### config.mk
export PLATFORM = sky130hd
export DESIGN_NAME = cmcd_ctrl
export DESIGN_NICKNAME = d
export VERILOG_FILES = /design/src/cmcd_pkg.sv /design/src/cmcd_ctrl.sv
export SDC_FILE = /design/constraint.sdc
export NUM_CORES = 1
export LEC_CHECK = 0
export BUFFER_PORTS_ARGS = -buffer_cell sky130_fd_sc_hd__buf_4
export CORE_AREA = 10 10 47 49
export DETAILED_ROUTE_END_ITERATION = 8
export DIE_AREA = 0 0 57 59
export PLACE_DENSITY = 0.52
export RECOVER_POWER = 50
export SLEW_MARGIN = 20
export SYNTH_ARGS = -nofsm -noshare
export SYNTH_HDL_FRONTEND = slang
export SYNTH_SLANG_ARGS = --single-unit
### constraint.sdc
create_clock -name clk -period 2.35 [get_ports clk]
set_input_delay 0.1175 -clock clk [delete_from_list [all_inputs] [get_ports clk]]
set_output_delay 0.1175 -clock clk [all_outputs]
set_load 0.01 [all_outputs]
### src/cmcd_pkg.sv
// Shared types and constants for the clipped, masked circle drawer.
// No dependencies; every other file refers to it by scoped names.
`timescale 1ns / 1ps

package cmcd_pkg;

    localparam int SIZE_DEF   = 256;
    localparam int PLANES_DEF = 2;

    // signed width of a plotted coordinate: center (0..255) plus/minus offset (0..255)
    localparam int CW = 10;
    localparam int XW = 9;
    localparam int DW = 13;

    localparam logic ACT_DRAW = 1'b0;
    localparam logic ACT_READ = 1'b1;

    localparam logic [1:0] REG_CLIP_LEFT   = 2'd0;
    localparam logic [1:0] REG_CLIP_RIGHT  = 2'd1;
    localparam logic [1:0] REG_CLIP_TOP    = 2'd2;
    localparam logic [1:0] REG_CLIP_BOTTOM = 2'd3;

    localparam logic [7:0] CLIP_LEFT_RST   = 8'd0;
    localparam logic [7:0] CLIP_RIGHT_RST  = 8'd255;
    localparam logic [7:0] CLIP_TOP_RST    = 8'd0;
    localparam logic [7:0] CLIP_BOTTOM_RST = 8'd255;

    typedef enum logic [2:0] {
        ST_CLEAR,
        ST_IDLE,
        ST_READ,
        ST_CHECK,
        ST_POINT,
        ST_WRITE,
        ST_DONE
    } state_t;

    typedef struct packed {
        logic [7:0] left;
        logic [7:0] right;
        logic [7:0] top;
        logic [7:0] bottom;
    } clip_t;

    typedef struct packed {
        logic clr_en;    // write zero at the sweep address
        logic load;      // latch the input item, start the walk for a draw
        logic rd_en;     // read the pixel of the current point
        logic wr_en;     // write back the modified pixel
        logic next_pt;   // advance to the next symmetric point
        logic step;      // advance the walk by one step
        logic out_load;  // load the result register
    } cmd_t;

    typedef struct packed {
        logic clr_done;
        logic req_read;  // action of the item offered at the input
        logic walk_on;   // x <= y
        logic keep;      // current point lies on the frame and in the clip window
        logic last_pt;
        logic out_space;
    } sts_t;

endpackage

### src/cmcd_ctrl.sv
// Controller state machine of the circle drawer: sweeps the frame store after
// reset, then sequences reads, walk steps and per-point read-modify-write.
// Depends on cmcd_pkg.
`timescale 1ns / 1ps

module cmcd_ctrl (
    input  logic            clk,
    input  logic            rst_n,
    input  logic            in_valid,
    output logic            in_ready,
    input  cmcd_pkg::sts_t  sts,
    output cmcd_pkg::cmd_t  cmd
);

    cmcd_pkg::state_t state_reg;
    cmcd_pkg::state_t state_next;

    always_ff @(posedge clk or negedge rst_n)
    begin
        if (!rst_n)
        begin
            state_reg <= cmcd_pkg::ST_CLEAR;
        end
        else
        begin
            state_reg <= state_next;
        end
    end

    always_comb
    begin
        state_next = state_reg;
        unique case (state_reg)
            cmcd_pkg::ST_CLEAR:
            begin
                if (sts.clr_done)
                begin
                    state_next = cmcd_pkg::ST_IDLE;
                end
            end
            cmcd_pkg::ST_IDLE:
            begin
                if (in_valid)
                begin
                    state_next = sts.req_read ? cmcd_pkg::ST_READ : cmcd_pkg::ST_CHECK;
                end
            end
            cmcd_pkg::ST_READ:
            begin
                state_next = cmcd_pkg::ST_DONE;
            end
            cmcd_pkg::ST_CHECK:
            begin
                state_next = sts.walk_on ? cmcd_pkg::ST_POINT : cmcd_pkg::ST_DONE;
            end
            cmcd_pkg::ST_POINT:
            begin
                if (sts.keep)
                begin
                    state_next = cmcd_pkg::ST_WRITE;
                end
                else if (sts.last_pt)
                begin
                    state_next = cmcd_pkg::ST_CHECK;
                end
            end
            cmcd_pkg::ST_WRITE:
            begin
                state_next = sts.last_pt ? cmcd_pkg::ST_CHECK : cmcd_pkg::ST_POINT;
            end
            cmcd_pkg::ST_DONE:
            begin
                if (sts.out_space)
                begin
                    state_next = cmcd_pkg::ST_IDLE;
                end
            end
            default:
            begin
                state_next = cmcd_pkg::ST_IDLE;
            end
        endcase
    end

    always_comb
    begin
        cmd      = '0;
        in_ready = 1'b0;
        unique case (state_reg)
            cmcd_pkg::ST_CLEAR:
            begin
                cmd.clr_en = 1'b1;
            end
            cmcd_pkg::ST_IDLE:
            begin
                in_ready = 1'b1;
                cmd.load = in_valid;
            end
            cmcd_pkg::ST_READ:
            begin
                cmd.rd_en = 1'b1;
            end
            cmcd_pkg::ST_CHECK:
            begin
            end
            cmcd_pkg::ST_POINT:
            begin
                cmd.rd_en   = 1'b1;
                cmd.next_pt = !sts.keep;
                cmd.step    = !sts.keep && sts.last_pt;
            end
            cmcd_pkg::ST_WRITE:
            begin
                cmd.wr_en   = 1'b1;
                cmd.next_pt = 1'b1;
                cmd.step    = sts.last_pt;
            end
            cmcd_pkg::ST_DONE:
            begin
                cmd.out_load = sts.out_space;
            end
            default:
            begin
            end
        endcase
    end

endmodule

# Word level (Yosys, flattened, before mapping)
# Cells that the tools add are included.
dict set report totals {
  romBits 0
  latchBits 0
  in_bits 9
  memories 0
  ramBits 0
  ff_bits 3
}
dict set report classes {
  muxes 16
  div_mod_pow 0
  order_cmp 0
  addsub 0
  n_shift 0
  mul 0
  bitwise_logic 0
  n_eq_ne 10
  reduce_logical 5
}
# op count
set ops {}
lappend ops {{case mux 3 bit (7 select lines)} 1}
lappend ops {{2-to-1 mux 3 bit} 6}
lappend ops {{equality test 3 bit, second input constant} 3}
lappend ops {{2-to-1 mux 1 bit} 7}
lappend ops {{equality test 3 x 2 -> 1 bit, second input constant} 2}
lappend ops {{!= test 2 bit, second input constant} 3}
lappend ops {{case mux 2 bit (2 select lines)} 1}
lappend ops {{AND reduction 4 bit} 1}
lappend ops {{equality test 3 x 1 -> 1 bit, second input constant} 1}
lappend ops {{logical NOT 3 bit} 1}
lappend ops {{!= test 3 bit, second input constant} 1}
lappend ops {{2-to-1 mux 2 bit} 1}
lappend ops {{OR reduction 2 bit} 1}
lappend ops {{logical AND 1 bit} 1}
lappend ops {{logical NOT 1 bit} 1}

# Logic depth before layout (Yosys ltp)
dict set report depth {
  depth_word 3
  depth_mapped 5
}

# Worst setup path before layout
# OpenSTA, ideal clock, no wires.
dict set report synth_path {
  kind {reg2reg}
  start {register state_reg[1]}
  end {register state_reg[0]}
  required_ns 2.231
  slack_ns 0.975
  period_less_slack_ns 1.375
  setup_ns 0.119
  path_stages_with_launch 5
  arrival_time_ns 1.256
  path_cell_list {dfrtp_1 > or3_4 > a311oi_2 > o21ai_0 > and2_1}
}
dict set report synth_via {
  elab_chain_cells 3
  word_cells_on_any_way 13
}
# element line
set synth_lines {}
lappend synth_lines {{start: declaration} cmcd_ctrl.sv:15} ;# cmcd_pkg::state_t state_reg;
lappend synth_lines {{start signal: assignment} cmcd_ctrl.sv:22} ;# state_reg <= cmcd_pkg::ST_CLEAR;
lappend synth_lines {{start signal: assignment} cmcd_ctrl.sv:26} ;# state_reg <= state_next;
lappend synth_lines {{equality test 3 bit, or another cell as far along} cmcd_ctrl.sv:33} ;# unique case (state_reg)
lappend synth_lines {{!= test 3 bit (no line) / != test 2 bit (equally long branches)} -}
lappend synth_lines {{AND reduction 4 bit (no line)} -}
# Several ways; a longest one is shown, not always the timed one.
# A chain may end at the register's enable or synchronous reset.

# Worst setup path after layout
# Ends and elaborated chain as after synthesis.

==> run summary <==
The flow ran to the end, and the final reports show no timing, DRC or antenna violations. In this run the static leakage power is 0.195 nW. The startpoint-to-endpoint class of the critical path was reg -> reg.

The worst endpoint data arrival time was 1.71 ns; the final-layout worst hold slack was 0.109 ns. After synthesis the netlist holds a flip-flop and latch count of 3. The register with the most flip-flops in the layout has 3 of them.

The highest-delay cell along the critical path was sky130_fd_sc_hd__dfrtp_1. The total track usage was 0.0549; the clock net sink count was 3. The count of nets left with antenna violations once routing finished came out at 0.

The measured slew at the worst slew-check pin was 0.392 ns; the number of diodes added for antenna fixing was 0. The Yosys step of the flow raised 0 warnings. The number of buffers and inverters on the critical path is 0.

The beginning of the worst hold path is sts[0]. STA classifies the critical path endpoint as a flop. The routed metal-1 wire length was 384 microns; the synthesized area per cell was 7.76 sq um.

The signal on the critical path passes through or3_4, a311oi_2, o32ai_1, and2_1. The endpoint identified for the worst register-to-register timing path is state_reg[0]. The maximum fanout encountered on the critical timing path was 13; the wire length of the first global-routing pass was 1460 microns. Setup violations remaining at the end of the flow were counted as 0. The placeable core region is 0.00140 sq mm, and the number of resized instances in the post-cts repair step is 0. The tools report the type of element launching the critical path as a flop.

The final estimated routing congestion in global placement was 0.811. The number of vias per cell after detailed routing was 4.85; the total congestion overflow was 0. The count of routing violations after the opening detailed-route iteration was 4.

Depth of the CTS H-tree: 1. The total number of nets in the final design was 68. The via count of the first global-routing pass is 348. Post-CTS timing repair inserted 0 buffers for setup.

Counting every net in the synthesized netlist gives 49. For the total power, the log shows 0.562 mW. Setup slack on the worst reg-to-reg path comes out at 0.76 ns. The share of the clock period used by the worst path after layout came out at 0.679. The cell count after synthesis was 40.

The top-level I/O count is 17. Setup repair after global routing left no endpoint under its margin. The run gives 0 as the number of failing hold endpoints at the final stage. Leaving out fill and tap cells, the most frequent cell in the layout is sky130_fd_sc_hd__buf_4.

The logs give 0 ns for the final total negative setup slack and 2 for the number of iterations in the first detailed-routing pass. In this run the core area contains 14 standard-cell rows. The number of buffers inserted by port buffering was 16; the sequential share of the synthesized area was 0.242.

The number of buffers added by the clock tree synthesis step is 3. The die footprint was 0.00336 sq mm; the clock transition time at the flip-flop clock pins of the worst setup and hold paths was 0.04 ns. Across the routed clock network, the largest skew measured is 0.00257 ns. In this run the critical register-to-register path is launched from state_reg[1]. TritonCTS built the clock tree. Summed over all layers, the routed wires come to 932 microns. The fraction of final layout cells with drive strength greater than 1 was 0.310.

The worst hold path belongs to the class in -> reg. The area growth from synthesis to layout is 47.2%, and the height of the chip is 59 microns. The via count is 359. Data on the critical path is required at its endpoint by 2.47 ns. For this run, the top clock speed supported by timing is 627 MHz. The mapped cell area is 310 sq um, and the count of cell types in the netlist is 21. The worst-case IR drop observed on VDD is 537 uV. The run gives 0.326 as the share of the core filled with cells. The kind of cell adding the most delay to the critical path was simple AND/OR/NAND/NOR gates. After detailed routing, the number of remaining DRC violations is 0.

The longest clock path from root to sink contains 2 buffers. Entering global routing, the biggest net connects 15 pins. The initial core utilization is 0.221, and the length of routed met3 wiring is 77 microns. The run gives 0 as the max-slew violation total from the final report. The initial antenna violation count was 0; the shortest period the worst path allows was 1.59 ns.

In the final routed layout, each cell accounts on average for 12.6 microns. In this design, the stage delay of the slowest critical-path cell is 0.49 ns. From left edge to right edge, the die measures 57 microns. CTS placed an instance of sky130_fd_sc_hd__clkbuf_4 at the clock tree root.

The path with the worst hold slack has its endpoint at state_reg[1]. The routed design uses 470 microns of met2 wire. The number of cells traversed by the worst register-to-register path is 4.

After legalization and detailed placement, the total HPWL measured 763 microns. Leaving out fill and tap cells, the most frequent cells in the layout are sky130_fd_sc_hd__buf_4 (12), sky130_fd_sc_hd__clkbuf_1 (5), sky130_fd_sc_hd__a21oi_1 (4). The tools report the source-to-sink clock delay at the later pin of the worst-skew pair as 0.23 ns. Along the worst hold path, the cell count comes to 2. Uppermost layer routed: met3. For this design the ratio of total power to cell area is 1230 mW/mm^2.

The run gives 0 as the count of max-cap constraint violations. The max-slew headroom at the worst pin came out at 0.739.
## repair_timing
item / 4_1_cts / 5_1_grt
endpoints found under the hold margin: 3 / 0
hold buffers: 1 / 0
endpoints found under the setup margin: 0 / 0
## final cells by class
| cell class | count | area (sq um) |
|---|---|---|
| Clock buffer | 4 | 26.3 |
| Fill cell | 158 | 945 |
| Tap cell | 16 | 20.0 |
| Inverter | 1 | 3.75 |
| Sequential cell | 3 | 75.1 |
| Multi-Input combinational cell | 33 | 216 |
| Timing Repair Buffer | 17 | 115 |
## routing by layer
layer / track usage / vias to the layer above
met5: 0 / -
met4: 0 / 0
li1: - / 183
met3: 0.0515 / 0
met2: 0.0853 / 8
met1: 0.0570 / 168
## how the worst max path moves through the flow
| stage | depth (start not counted) | startpoint | slack, ns | endpoint |
|---|---|---|---|---|
| 2_1_floorplan | 4 | state_reg[1] | 0.97 | state_reg[0] |
| 3_3_place_gp | 4 | state_reg[1] | 0.80 | state_reg[0] |
| 3_5_place_dp | 4 | state_reg[1] | 0.77 | state_reg[0] |
| 4_1_cts | 4 | state_reg[1] | 0.75 | state_reg[0] |
| 5_1_grt | 4 | state_reg[1] | 0.66 | state_reg[0] |
| 6_report | 4 | state_reg[1] | 0.76 | state_reg[0] |
## kinds of logic after synthesis
kind of cell	Yosys count	synth area share
and+or+nand+nor	19	0.371
buffers and inverters	4	0.0605
AOI/OAI and AO/OA	14	0.327
DFF	3	0.242
## power by group
| part | internal [mW] | switching [mW] |
|---|---|---|
| combinational | 0.167 | 0.153 |
| sequential | 0.0772 | 0.0760 |
| clock | 0.0635 | 0.0252 |
| total | 0.307 | 0.254 |
## cells in the mapped netlist, drive strengths merged
cell / instances / area (sq um)
and2: 3 / 18.8
a211oi: 2 / 15.0
nand2b: 3 / 18.8
o32ai: 2 / 17.5
or3: 1 / 11.3
nor3: 3 / 15.0
a311oi: 2 / 23.8
a21oi: 4 / 20.0
nor3b: 2 / 15.0
buf: 3 / 15.0
o21ai: 2 / 10.0
a21o: 1 / 7.51
or2b: 1 / 8.76
nand2: 1 / 3.75
inv: 1 / 3.75
nor2b: 1 / 6.26
dfrtp: 3 / 75.1
o21a: 1 / 7.51
nor2: 3 / 11.3
and3: 1 / 6.26
## metrics by stage
| step | instances | setup WS (ns) | area (sq um) |
|---|---|---|---|
| 2_1_floorplan | 40 | 0.975 | 310 |
| 3_3_place_gp | 69 | 0.799 | 435 |
| 3_5_place_dp | 69 | 0.770 | 435 |
| 4_1_cts | 74 | 0.752 | 472 |
| 5_1_grt | 74 | 0.664 | 457 |
| 6_report | 74 | 0.755 | 457 |
## worst reg2reg max path: stages (launching register included)
cell,delay [ns]
sky130_fd_sc_hd__dfrtp_1,0.49
sky130_fd_sc_hd__or3_4,0.44
sky130_fd_sc_hd__a311oi_2,0.27
sky130_fd_sc_hd__o32ai_1,0.13
sky130_fd_sc_hd__and2_1,0.15
(Power assumes the default switching activity.)
